File: src/hw/rtl/tkms_pkg.sv
// Shared widths and constants for the top-k magnitude selector.
package tkms_pkg;

    localparam int SAMPLE_W   = 16;
    localparam int SQ_W       = 31;
    localparam int MAG_W      = 32;
    localparam int KEEP_CFG_W = 5;

    localparam logic [KEEP_CFG_W-1:0] KEEP_RESET = 5'd16;

    localparam int QDEPTH = 4;
    localparam int QAW    = 2;
    localparam int QCW    = 3;

endpackage

File: src/hw/rtl/tkms_front.sv
// Front end: sample intake, squared magnitude, index counter and keep-count register.
module tkms_front #(
    parameter int KEEP_MAX   = 16,
    parameter int INDEX_BITS = 20
) (
    input  logic                                 i_clk,
    input  logic                                 i_rst_n,
    input  logic                                 i_push,
    output logic                                 o_full,
    input  logic signed [tkms_pkg::SAMPLE_W-1:0] i_sample_re,
    input  logic signed [tkms_pkg::SAMPLE_W-1:0] i_sample_im,
    input  logic                                 i_is_last,
    input  logic                                 i_cfg_we,
    input  logic [tkms_pkg::KEEP_CFG_W-1:0]      i_cfg_keep_count,
    output logic [$clog2(KEEP_MAX+1)-1:0]        o_keep_eff,
    output logic                                 o_q_push,
    input  logic                                 i_q_full,
    output logic [tkms_pkg::MAG_W-1:0]           o_q_mag,
    output logic [INDEX_BITS-1:0]                o_q_idx,
    output logic                                 o_q_ovf,
    output logic                                 o_q_last
);
    import tkms_pkg::*;

    localparam int KW = $clog2(KEEP_MAX + 1);
    localparam int CW = (KW > KEEP_CFG_W) ? KW : KEEP_CFG_W;
    localparam logic [CW-1:0] KMAX_C = CW'(KEEP_MAX);

    logic [KEEP_CFG_W-1:0]       r_keep_count;
    logic [CW-1:0]               cfg_ext;
    logic                        r_s1_vld;
    logic [SQ_W-1:0]             r_sq_re;
    logic [SQ_W-1:0]             r_sq_im;
    logic [INDEX_BITS-1:0]       r_s1_idx;
    logic                        r_s1_ovf;
    logic                        r_s1_last;
    logic [INDEX_BITS-1:0]       r_next_idx;
    logic                        r_ovf;
    logic signed [2*SAMPLE_W-1:0] sq_re;
    logic signed [2*SAMPLE_W-1:0] sq_im;
    logic                        accept;
    logic                        idx_max;

    // saturate the keep count into 1..KEEP_MAX
    assign cfg_ext = CW'(r_keep_count);
    always_comb begin
        if (r_keep_count == '0) begin
            o_keep_eff = KW'(1);
        end else if (cfg_ext > KMAX_C) begin
            o_keep_eff = KW'(KEEP_MAX);
        end else begin
            o_keep_eff = KW'(cfg_ext);
        end
    end

    assign o_full   = r_s1_vld && i_q_full;
    assign accept   = i_push && !o_full;
    assign o_q_push = r_s1_vld && !i_q_full;
    assign idx_max  = (r_next_idx == '1);

    assign sq_re = i_sample_re * i_sample_re;
    assign sq_im = i_sample_im * i_sample_im;

    assign o_q_mag  = {1'b0, r_sq_re} + {1'b0, r_sq_im};
    assign o_q_idx  = r_s1_idx;
    assign o_q_ovf  = r_s1_ovf;
    assign o_q_last = r_s1_last;

    always_ff @(posedge i_clk) begin
        if (!i_rst_n) begin
            r_keep_count <= KEEP_RESET;
            r_s1_vld     <= 1'b0;
            r_next_idx   <= '0;
            r_ovf        <= 1'b0;
        end else begin
            if (i_cfg_we) begin
                r_keep_count <= i_cfg_keep_count;
            end
            if (accept) begin
                r_s1_vld <= 1'b1;
            end else if (o_q_push) begin
                r_s1_vld <= 1'b0;
            end
            if (accept) begin
                if (i_is_last) begin
                    r_next_idx <= '0;
                    r_ovf      <= 1'b0;
                end else if (idx_max) begin
                    r_ovf <= 1'b1;
                end else begin
                    r_next_idx <= r_next_idx + 1'b1;
                end
            end
        end
    end

    always_ff @(posedge i_clk) begin
        if (accept) begin
            r_sq_re   <= sq_re[SQ_W-1:0];
            r_sq_im   <= sq_im[SQ_W-1:0];
            r_s1_idx  <= r_next_idx;
            r_s1_ovf  <= r_ovf | idx_max;
            r_s1_last <= i_is_last;
        end
    end

endmodule

File: src/hw/rtl/tkms_fifo.sv
// Short queue between the front end and the sorting back end.
module tkms_fifo #(
    parameter int DATA_W = 8
) (
    input  logic              i_clk,
    input  logic              i_rst_n,
    input  logic              i_push,
    input  logic [DATA_W-1:0] i_data,
    output logic              o_full,
    input  logic              i_pop,
    output logic [DATA_W-1:0] o_data,
    output logic              o_empty
);
    import tkms_pkg::*;

    logic [DATA_W-1:0] r_mem [QDEPTH];
    logic [QAW-1:0]    r_wr_ptr;
    logic [QAW-1:0]    r_rd_ptr;
    logic [QCW-1:0]    r_count;
    logic [DATA_W-1:0] r_data;
    logic              r_data_vld;
    logic              load;

    // move the oldest stored word into the output register when it is free
    assign load    = (r_count != '0) && (!r_data_vld || i_pop);
    assign o_full  = (r_count == QCW'(QDEPTH));
    assign o_empty = !r_data_vld;
    assign o_data  = r_data;

    always_ff @(posedge i_clk) begin
        if (!i_rst_n) begin
            r_wr_ptr   <= '0;
            r_rd_ptr   <= '0;
            r_count    <= '0;
            r_data_vld <= 1'b0;
        end else begin
            if (i_push) begin
                r_wr_ptr <= r_wr_ptr + 1'b1;
            end
            if (load) begin
                r_rd_ptr <= r_rd_ptr + 1'b1;
            end
            if (i_push && !load) begin
                r_count <= r_count + 1'b1;
            end else if (load && !i_push) begin
                r_count <= r_count - 1'b1;
            end
            if (load) begin
                r_data_vld <= 1'b1;
            end else if (i_pop) begin
                r_data_vld <= 1'b0;
            end
        end
    end

    always_ff @(posedge i_clk) begin
        if (i_push) begin
            r_mem[r_wr_ptr] <= i_data;
        end
        if (load) begin
            r_data <= r_mem[r_rd_ptr];
        end
    end

    a_no_overrun: assert property (@(posedge i_clk) disable iff (!i_rst_n)
        !(i_push && r_count == QCW'(QDEPTH)))
        else $error("queue written while full");

    a_no_underrun: assert property (@(posedge i_clk) disable iff (!i_rst_n)
        !(i_pop && !r_data_vld))
        else $error("queue read while empty");

endmodule

File: src/hw/rtl/tkms_back.sv
// Back end: parallel insertion chain of kept entries and result drain.
module tkms_back #(
    parameter int KEEP_MAX   = 16,
    parameter int INDEX_BITS = 20
) (
    input  logic                           i_clk,
    input  logic                           i_rst_n,
    input  logic [$clog2(KEEP_MAX+1)-1:0]  i_keep_eff,
    input  logic                           i_q_empty,
    output logic                           o_q_pop,
    input  logic [tkms_pkg::MAG_W-1:0]     i_q_mag,
    input  logic [INDEX_BITS-1:0]          i_q_idx,
    input  logic                           i_q_ovf,
    input  logic                           i_q_last,
    output logic                           o_empty,
    input  logic                           i_pop,
    output logic [INDEX_BITS-1:0]          o_rank_index,
    output logic [tkms_pkg::MAG_W-1:0]     o_rank_mag_sq,
    output logic                           o_count_overflow,
    output logic                           o_last_result
);
    import tkms_pkg::*;

    localparam int KW = $clog2(KEEP_MAX + 1);

    typedef enum logic {S_RUN, S_DRAIN} t_state;

    t_state                r_state;
    logic [MAG_W-1:0]      r_mag [KEEP_MAX];
    logic [MAG_W-1:0]      n_mag [KEEP_MAX];
    logic [INDEX_BITS-1:0] r_idx [KEEP_MAX];
    logic [INDEX_BITS-1:0] n_idx [KEEP_MAX];
    logic [KEEP_MAX-1:0]   r_vld;
    logic [KEEP_MAX-1:0]   n_vld;
    logic [KEEP_MAX-1:0]   v_eff;
    logic [KEEP_MAX-1:0]   ge;
    logic [KEEP_MAX-1:0]   ge_up;
    logic [KEEP_MAX-1:0]   v_up;
    logic [KW-1:0]         r_cnt;
    logic                  r_ovf;
    logic                  r_out_vld;
    logic [INDEX_BITS-1:0] r_out_idx;
    logic [MAG_W-1:0]      r_out_mag;
    logic                  r_out_ovf;
    logic                  r_out_last;
    logic                  ins;
    logic                  shift;
    logic                  drain_end;

    assign ins       = (r_state == S_RUN) && !i_q_empty;
    assign shift     = (r_state == S_DRAIN) && (!r_out_vld || i_pop);
    assign drain_end = ((r_cnt + KW'(1)) == i_keep_eff);
    assign o_q_pop   = ins;

    // Entries are held largest first in a valid prefix; a slot at or past
    // the keep count counts as dropped.
    always_comb begin
        for (int j = 0; j < KEEP_MAX; j++) begin
            v_eff[j] = r_vld[j] && (KW'(j) < i_keep_eff);
            ge[j]    = v_eff[j] && (r_mag[j] >= i_q_mag);
        end
        ge_up = KEEP_MAX'({ge, 1'b1});
        v_up  = KEEP_MAX'({v_eff, 1'b0});

        n_mag = r_mag;
        n_idx = r_idx;
        n_vld = r_vld;

        if (ins) begin
            for (int j = 0; j < KEEP_MAX; j++) begin
                if (!(KW'(j) < i_keep_eff)) begin
                    n_vld[j] = 1'b0;
                end else if (ge[j]) begin
                    n_vld[j] = 1'b1;
                end else if (ge_up[j]) begin
                    n_mag[j] = i_q_mag;
                    n_idx[j] = i_q_idx;
                    n_vld[j] = 1'b1;
                end else begin
                    n_vld[j] = v_up[j];
                end
            end
            for (int j = 1; j < KEEP_MAX; j++) begin
                if ((KW'(j) < i_keep_eff) && !ge[j] && !ge_up[j]) begin
                    n_mag[j] = r_mag[j-1];
                    n_idx[j] = r_idx[j-1];
                end
            end
        end else if (shift) begin
            // advance the list toward slot 0, largest goes out first
            for (int j = 0; j + 1 < KEEP_MAX; j++) begin
                n_mag[j] = r_mag[j+1];
                n_idx[j] = r_idx[j+1];
            end
            n_vld = r_vld >> 1;
        end
    end

    always_ff @(posedge i_clk) begin
        if (!i_rst_n) begin
            r_state   <= S_RUN;
            r_vld     <= '0;
            r_cnt     <= '0;
            r_out_vld <= 1'b0;
        end else begin
            r_vld <= n_vld;
            case (r_state)
                S_RUN: begin
                    if (ins && i_q_last) begin
                        r_state <= S_DRAIN;
                        r_cnt   <= '0;
                        r_ovf   <= i_q_ovf;
                    end
                end
                S_DRAIN: begin
                    if (shift) begin
                        r_cnt <= r_cnt + 1'b1;
                        if (drain_end) begin
                            r_state <= S_RUN;
                        end
                    end
                end
                default: begin
                    r_state <= S_RUN;
                end
            endcase
            if (shift) begin
                r_out_vld  <= 1'b1;
                r_out_idx  <= r_vld[0] ? r_idx[0] : '0;
                r_out_mag  <= r_vld[0] ? r_mag[0] : '0;
                r_out_ovf  <= r_ovf;
                r_out_last <= drain_end;
            end else if (i_pop) begin
                r_out_vld <= 1'b0;
            end
        end
    end

    always_ff @(posedge i_clk) begin
        r_mag <= n_mag;
        r_idx <= n_idx;
    end

    assign o_empty          = !r_out_vld;
    assign o_rank_index     = r_out_idx;
    assign o_rank_mag_sq    = r_out_mag;
    assign o_count_overflow = r_out_ovf;
    assign o_last_result    = r_out_last;

    a_vld_prefix: assert property (@(posedge i_clk) disable iff (!i_rst_n)
        (r_vld & KEEP_MAX'(r_vld + 1'b1)) == '0)
        else $error("kept entries are not a contiguous prefix");

    a_drain_clears: assert property (@(posedge i_clk) disable iff (!i_rst_n)
        (shift && drain_end) |=> (r_vld == '0 && r_state == S_RUN))
        else $error("list not empty after the final result");

endmodule

File: src/hw/rtl/top_k_magnitude_selector_unit.sv
// Top level of the top-k magnitude selector: front end, queue and sorting back end.
//
// Complex Q1.15 samples enter through a queue-style push/full port and are
// numbered from 0 within a data set. Each sample's squared magnitude
// (re*re + im*im, Q2.30) and index are ranked in a sorted list of the
// keep_count largest entries; a new entry lands below any equal ones, and
// once the list is full a sample enters only if strictly larger than the
// smallest kept entry. The sample flagged is_last is ranked too, then the
// list is read out largest first as keep_count results on the empty/pop
// port, the last carrying last_result; slots never filled read out as
// index 0, magnitude 0. The index counter stops at its top value and sets
// count_overflow for the rest of the set. Path: a sample sits in the front
// end stage (squares registered on the transfer, summed on the way into
// the queue), then in the queue (write, then registered read into its
// output register); the back end ranks it on the edge that pops it, where
// a chain of compare cells inserts one entry per cycle, so a set streams
// at one sample per cycle while no earlier set is being drained.
// Once the sample marked is_last is ranked, the back end stops taking
// samples until all keep_count results have shifted out, longer while pop
// is held low, as the list shifts out one result per cycle through the
// output register, the first as soon as that register is free or popped.
// During that time the front end keeps taking samples until its stage,
// the four-entry queue and the queue's output register are full.
// Set keep_count only while the block is idle; 0 acts as 1 and values
// above KEEP_MAX act as KEEP_MAX. Lowering it mid-set drops the smallest
// kept entries on the next sample.
module top_k_magnitude_selector_unit #(
    parameter int KEEP_MAX   = 16,
    parameter int INDEX_BITS = 20
) (
    input  logic                                 i_clk,
    input  logic                                 i_rst_n,
    input  logic                                 push,
    output logic                                 full,
    input  logic signed [tkms_pkg::SAMPLE_W-1:0] i_sample_re,
    input  logic signed [tkms_pkg::SAMPLE_W-1:0] i_sample_im,
    input  logic                                 i_is_last,
    output logic                                 empty,
    input  logic                                 pop,
    output logic [INDEX_BITS-1:0]                o_rank_index,
    output logic [tkms_pkg::MAG_W-1:0]           o_rank_mag_sq,
    output logic                                 o_count_overflow,
    output logic                                 o_last_result,
    input  logic                                 i_keep_count_we,
    input  logic [tkms_pkg::KEEP_CFG_W-1:0]      i_keep_count
);
    import tkms_pkg::*;

    localparam int KW = $clog2(KEEP_MAX + 1);
    // queue word: magnitude, index, overflow, last
    localparam int QW = MAG_W + INDEX_BITS + 2;

    logic [KW-1:0]         keep_eff;
    logic                  q_push;
    logic                  q_full;
    logic                  q_pop;
    logic                  q_empty;
    logic [MAG_W-1:0]      f_mag;
    logic [INDEX_BITS-1:0] f_idx;
    logic                  f_ovf;
    logic                  f_last;
    logic [QW-1:0]         q_wdata;
    logic [QW-1:0]         q_rdata;

    tkms_front #(
        .KEEP_MAX   (KEEP_MAX),
        .INDEX_BITS (INDEX_BITS)
    ) u_front (
        .i_clk            (i_clk),
        .i_rst_n          (i_rst_n),
        .i_push           (push),
        .o_full           (full),
        .i_sample_re      (i_sample_re),
        .i_sample_im      (i_sample_im),
        .i_is_last        (i_is_last),
        .i_cfg_we         (i_keep_count_we),
        .i_cfg_keep_count (i_keep_count),
        .o_keep_eff       (keep_eff),
        .o_q_push         (q_push),
        .i_q_full         (q_full),
        .o_q_mag          (f_mag),
        .o_q_idx          (f_idx),
        .o_q_ovf          (f_ovf),
        .o_q_last         (f_last)
    );

    assign q_wdata = {f_mag, f_idx, f_ovf, f_last};

    // decouple the front end from the back end while it drains a set
    tkms_fifo #(
        .DATA_W (QW)
    ) u_queue (
        .i_clk   (i_clk),
        .i_rst_n (i_rst_n),
        .i_push  (q_push),
        .i_data  (q_wdata),
        .o_full  (q_full),
        .i_pop   (q_pop),
        .o_data  (q_rdata),
        .o_empty (q_empty)
    );

    tkms_back #(
        .KEEP_MAX   (KEEP_MAX),
        .INDEX_BITS (INDEX_BITS)
    ) u_back (
        .i_clk            (i_clk),
        .i_rst_n          (i_rst_n),
        .i_keep_eff       (keep_eff),
        .i_q_empty        (q_empty),
        .o_q_pop          (q_pop),
        .i_q_mag          (q_rdata[QW-1 -: MAG_W]),
        .i_q_idx          (q_rdata[INDEX_BITS+1:2]),
        .i_q_ovf          (q_rdata[1]),
        .i_q_last         (q_rdata[0]),
        .o_empty          (empty),
        .i_pop            (pop),
        .o_rank_index     (o_rank_index),
        .o_rank_mag_sq    (o_rank_mag_sq),
        .o_count_overflow (o_count_overflow),
        .o_last_result    (o_last_result)
    );

endmodule
File: config.mk
export PLATFORM = sky130hd
export DESIGN_NAME = top_k_magnitude_selector_unit
export DESIGN_NICKNAME = d
export VERILOG_FILES = /design/src/hw/rtl/tkms_pkg.sv /design/src/hw/rtl/tkms_front.sv /design/src/hw/rtl/tkms_fifo.sv /design/src/hw/rtl/tkms_back.sv /design/src/hw/rtl/top_k_magnitude_selector_unit.sv
export SDC_FILE = /design/constraint.sdc
export NUM_CORES = 2
export LEC_CHECK = 0
export ABC_AREA = 0
export CAP_MARGIN = 20
export CORE_UTILIZATION = 26
export CTS_CLUSTER_SIZE = 40
export DETAILED_ROUTE_END_ITERATION = 8
export DONT_BUFFER_PORTS = 1
export GPL_TIMING_DRIVEN = 0
export PLACE_DENSITY_LB_ADDON = 0.3
export SYNTH_ARGS = -nofsm -noshare
export SYNTH_HDL_FRONTEND = slang
export SYNTH_SLANG_ARGS = --single-unit
File: constraint.sdc
create_clock -name i_clk -period 18.6 [get_ports i_clk]
set_input_delay 5.58 -clock i_clk [delete_from_list [all_inputs] [get_ports i_clk]]
set_output_delay 5.58 -clock i_clk [all_outputs]
set_load 0.005 [all_outputs]
# After elaboration in Yosys (flattened, before gate mapping)
# Memory sizes are Yosys's and may differ from the RTL's. A register that Yosys moved wholly into a read port is not among the register bits.
# Cells that the tools add are included.
# classes
n_bitwise	2
add_sub_neg	7
muxes	199
n_eq_ne	51
magnitude_cmp	33
n_mul	2
n_reduce_logical	126
# op_table
operator	n
two-way mux 32 bit	62
two-way mux 20 bit	64
two-way mux 480 bit	2
two-way mux 300 bit	2
greater-or-equal comparator 32 bit	16
inequality test 3 bit (second input constant)	28
logical AND 1 bit	71
multiplier 16 x 16 -> 31 bit	2
AND reduction 4 bit	15
two-way mux 1 bit	59
inequality test 3 x 2 -> 1 bit (second input constant)	14
< comparator 4 x 5 -> 1 bit (first input constant)	8
adder 31 x 31 -> 32 bit	1
two-way mux 16 bit	2
logical NOT 1 bit	22
adder 20 x 1 -> 20 bit (second input constant)	1
equality test 20 bit (second input constant)	1
< comparator 3 x 5 -> 1 bit (first input constant)	4
two-way mux 5 bit	4
nonzero test 2 bit	8
inequality test 2 bit (second input constant)	6
< comparator 1 x 5 -> 1 bit (first input constant)	2
< comparator 2 x 5 -> 1 bit (first input constant)	2
one-hot mux 5 bit (2 select lines)	1
other kinds (16)	23
# totals
inputBits	43
word_cells	475
memories	1
regBits	1029
mem_bits_rw	216
output_inout_bits	56
# memory_table
name	depth	word_bits	read_ports	rd_clocked_by_memory_dff	wr	line_no	rtl
u_queue.r_mem	4	54	1	1	1	tkms_fifo.sv:16	logic [DATA_W-1:0] r_mem [QDEPTH];

# Depth between registers and ports, before layout
# logic_depth
ltp_word	11
ltp_mapped	26
mapped_depth_nobuf	25

# By module
# A second synthesis with hierarchy kept.
# unflattened
hier_cells	8184
hier_area_um2	88581.2
# by_module_without_submodules
module	cells_per_inst	seq_area_each_um2	n_inst	area_each_um2
tkms_back	5482	27096.0	1	56382.8
tkms_front	2319	3002.9	1	22330.2
tkms_fifo	383	8267.9	1	9868.2

# Worst setup path after synthesis
# Ideal clock, no wire load.
# synth_timing
path_kind	input to register
start	in i_sample_re[1] in the netlist's numbering
end	reg u_front.r_sq_re[29], data pin
slack_ps	6757
required_ps	18342
path_buffers	2
setup_time_ps	258
cell_stages	25
t_arrival_ps	11586
path_cell_list	clkbuf_1 -> clkbuf_1 -> nand2_1 -> fa_1 -> inv_1 -> ha_1 -> a21oi_1 -> fa_1 -> fa_1 -> inv_1 -> fa_1 -> inv_1 -> fa_1 -> inv_1 -> ha_1 -> and4_1 -> a211oi_2 -> nor2b_1 -> a311o_1 -> a31oi_1 -> o21ai_1 -> a2111o_1 -> a31o_1 -> a21oi_1 -> xnor2_1
# synth_via
elab_chain_len	1
# synth_lines
element	line_no	rtl
start: declaration	top_k_magnitude_selector_unit.sv:35	input logic signed [tkms_pkg::SAMPLE_W-1:0] i_sample_re,
multiplier 16 x 16 -> 31 bit	tkms_front.sv:61	assign sq_re = i_sample_re * i_sample_re;
via u_front.sq_re[29]	tkms_front.sv:39	logic signed [2*SAMPLE_W-1:0] sq_re;
end signal: assignment	tkms_front.sv:99	r_sq_re <= sq_re[SQ_W-1:0];
end: declaration	tkms_front.sv:32	logic [SQ_W-1:0] r_sq_re;
# The timed path passes the listed nets, and every way through them passes these cells.
# A chain may end at the register's enable or synchronous reset.

# Final worst setup path
# layout_timing
start	in i_sample_im[4] in the netlist's numbering
end	reg u_front.r_sq_im[30], data pin
# layout_via
elab_chain_len	1
# layout_lines
element	line_no	rtl
start: declaration	top_k_magnitude_selector_unit.sv:36	input logic signed [tkms_pkg::SAMPLE_W-1:0] i_sample_im,
multiplier 16 x 16 -> 31 bit	tkms_front.sv:62	assign sq_im = i_sample_im * i_sample_im;
via u_front.sq_im[30]	tkms_front.sv:40	logic signed [2*SAMPLE_W-1:0] sq_im;
end signal: assignment	tkms_front.sv:100	r_sq_im <= sq_im[SQ_W-1:0];
end: declaration	tkms_front.sv:33	logic [SQ_W-1:0] r_sq_im;
# The timed path passes the listed nets, and every way through them passes these cells.

==> impl_metrics.toml <==
[status]
status = "finished clean"

[clock_network]
cts_tree = "yes"
cts.clk_slew.worst_paths_ns = 0.05
cts_made_buffers = 154
holdBufCountCts = 0
cts.repair.resized = 0
insertion_delay_ns = 0.84
ctsLongestPathBuffers = 3
cts-htree-levels = 4
clock-sinks = 1297
postCtsSetupRepairBufs = 0
cts_root_buffer = "clkbuf_16"

[layout]
drive_above_1_share = 0.0558
fill_cells = 34546
area_growth_pct = 13.3
fin_util = 0.297
layout.nets = 9303

[sta]
slew_violations = 0
rsz0062_at_grt = "false"
setup_viol = 0
hold_violations = 0
timing.fmax_mhz = 80.1
fin_crit_sh = 0.671
tightest_slew_ns = 1.21
period_needed_ns = 12.48
relSlewSlack = 0.193
fin_setup_tns_ns = 0
whs_ns = 0.440
clock_skew_ns = 0.0571

[yosys]
synth-xor-area-share = 0.0136
synth_compound_area_frac = 0.103
synth_edf_count = 1239
synthArstFlopShare = 0
ys_ff_latch = 1297
ys_warn_count = 0
synth.distinct_cells = 81
synthesis.area_um2 = 87500
synthAdderAreaFrac = 0.208
synthCells = 7861
yosys_most_used_dff = "edfxtp_1"
syn_avg_cell_area_um2 = 11.1
synth_top_family_by_area = "adder cells"
synthMuxAreaShare = 0.0861
ys_seq_area_frac = 0.438
synth_nets = 9086
yosys.area_share.simple = 0.0971

[global_route]
grt_util_all_layers = 0.167
antenna_found_initial = 16
grt_pass1_wl_um = 424000
overflow = 0
grt_max_degree = 67
grt_pass1_vias = 64265

[setup_path]
reg2regPathDepth = 12
crit_required_ns = 19.09
worstSetupStartpoint = "i_sample_im[4]"
timing.rr.end = "u_back.r_mag[18]"
rr_startpoint = "u_queue.o_data[33]"
crit_type = "in -> reg"
worst-path-max-fanout = 10
critPathCapture = "u_front.r_sq_im[30]"
worstPathArrival_ns = 12.97
rrSetupSlack_ns = 10.71
end_kind = "register"
cp-start-kind = "primary input"

[route]
drt_wl_total_um = 288000
drt-vias-per-instance = 4.96
drt-initial-drc-count = 6349
drt-wirelength-per-cell_um = 22.9
dr_total_vias = 62435
drtPass1Iterations = 6
antenna_left = 0
drc = 0

[die]
rows = 212
pin_count = 99
coreArea_um2 = 334000
die_y_um = 582
die_area_um2 = 339000
die_x_um = 582
start_util = 0.262

[placed_design]
io_buffers = 0
dp_hpwl_um = 225000
gp_congestion = 0.919

[run]
maxCapViolCount = 0

[min_path]
hp-class = "reg -> reg"
## worst max-delay path, stage by stage
cell and delay, ns:
clkbuf_1 0.39, clkbuf_1 0.56, nand2_1 0.17, fa_1 0.57, fa_1 0.53, fa_1 0.51, inv_1 0.05, fa_1 0.47
fa_1 0.55, inv_1 0.06, fa_1 0.53, inv_1 0.04, ha_1 0.34, a211oi_1 0.37, a22oi_1 0.16, nand3_1 0.12
o2bb2ai_1 0.21, o21ai_1 0.26, a311oi_1 0.68, o311ai_1 0.22, a21oi_1 0.21, xnor2_1 0.37
## kinds of logic after synthesis
| logic type | Yosys count |
|---|---|
| compound gates | 1486 |
| xor+xnor | 136 |
| fa+ha+maj | 1182 |
| buf+inv | 1172 |
| flops | 1297 |
| mux | 679 |
| simple gates | 1909 |
## area by class of cell
cell class / instances / area, µm² / share of cell area
Clock buffer: 199 / 4060 / 0.0410
Clock inverter: 75 / 779 / 0.00786
Buffer: 419 / 1810 / 0.0182
Multi-Input combinational cell: 5392 / 44800 / 0.451
Timing Repair Buffer: 61 / 1080 / 0.0109
Antenna cell: 10 / 25.0 / 0.000252
Inverter: 753 / 2830 / 0.0285
Tap cell: 4387 / 5490 / 0.0553
Sequential cell: 1297 / 38400 / 0.387
## layout by cell type, fill, tap and decap left out, drive strengths merged, types with 24 or more instances in the layout
cell type	count
a211oi	32
a21o	202
a21oi	293
and2	134
and3	24
buf	173
clkbuf	506
clkinv	55
dfxtp	58
edfxtp	1239
fa	461
ha	721
inv	760
mux2	55
mux2i	570
mux4	54
nand2	991
nand2b	36
nand3	231
nand4	85
nor2	272
nor2b	52
nor3	39
o211ai	171
o21a	26
o21ai	613
xnor2	96
xor2	40
## per-layer routing
metal,part of all wire,routed length (µm),vias up,GRT usage
met3,0.073,21100,371,0.0313
li1,-,-,28375,-
met4,0.026,7450,2,0.0464
met5,0.000045,13,-,0
met1,0.44,127000,31437,0.226
met2,0.46,132000,2250,0.270
## stage by stage
stage          cell area (µm²)  instances  setup slack (ns)
5_1_grt                  99200      12584              5.67
3_3_place_gp             93000      12248              5.21
3_5_place_dp             94300      12308              5.19
2_1_floorplan            87500       7861              6.76
6_report                 99200      12593              6.12
4_1_cts                  99200      12582              6.02
## synth_stat cells (14+ instances only)
| library cell | count | area share |
|---|---|---|
| fa_1 | 461 | 0.11 |
| edfxtp_1 | 1239 | 0.43 |
| o21ai_0 | 229 | 0.013 |
| o211ai_1 | 171 | 0.015 |
| nor2b_1 | 52 | 0.0037 |
| xor2_1 | 40 | 0.0040 |
| and2_1 | 134 | 0.0096 |
| inv_1 | 750 | 0.032 |
| o21ai_1 | 384 | 0.022 |
| a211oi_1 | 30 | 0.0026 |
| o21a_1 | 26 | 0.0022 |
| nand2_1 | 991 | 0.042 |
| nor3_1 | 39 | 0.0022 |
| mux4_2 | 54 | 0.014 |
| and3_1 | 24 | 0.0017 |
| ha_1 | 721 | 0.10 |
| buf_1 | 36 | 0.0015 |
| mux2i_1 | 570 | 0.065 |
| a21o_1 | 202 | 0.017 |
| dfxtp_1 | 58 | 0.013 |
| buf_4 | 14 | 0.0012 |
| clkbuf_1 | 307 | 0.013 |
| xnor2_1 | 96 | 0.0096 |
| nor2_1 | 271 | 0.012 |
| mux2_1 | 50 | 0.0064 |
| buf_2 | 53 | 0.0030 |
| o21bai_1 | 17 | 0.0015 |
| nand4_1 | 85 | 0.0061 |
| nand2b_1 | 36 | 0.0026 |
| nand3_1 | 231 | 0.013 |
| a21oi_1 | 292 | 0.017 |
## registers in the layout (all words and copies together) (netlist names), 3 cells and up
name and cells:
u_queue.o_data 54, u_front.o_q_idx 20, u_back.r_vld 16, u_back.r_mag 512, u_front.r_sq_re 30, u_front.r_next_idx 20, u_front.r_sq_im 30, u_back.r_cnt 5
u_queue.r_count 3, u_queue.r_mem 216, u_back.o_rank_mag_sq 32, u_front.cfg_ext 5, u_back.o_rank_index 20, u_back.r_idx 320
## worst min path at each step
stage / slack [ns] / cells after the start / endpoint / startpoint
6_report: 0.44 / 0 / u_back.r_ovf / u_queue.o_data[1]
5_1_grt: 0.45 / 0 / u_back.r_ovf / u_queue.o_data[1]
3_5_place_dp: 0.43 / 0 / u_back.r_ovf / u_queue.o_data[1]
3_3_place_gp: 0.41 / 0 / u_back.r_ovf / u_queue.o_data[1]
2_1_floorplan: 0.40 / 0 / u_back.o_count_overflow / u_back.r_ovf
4_1_cts: 0.44 / 0 / u_back.r_ovf / u_queue.o_data[1]
Power is left out: the tool's default activity adds up to more than one toggle a clock period on the data nets, which glitch-free logic cannot reach.
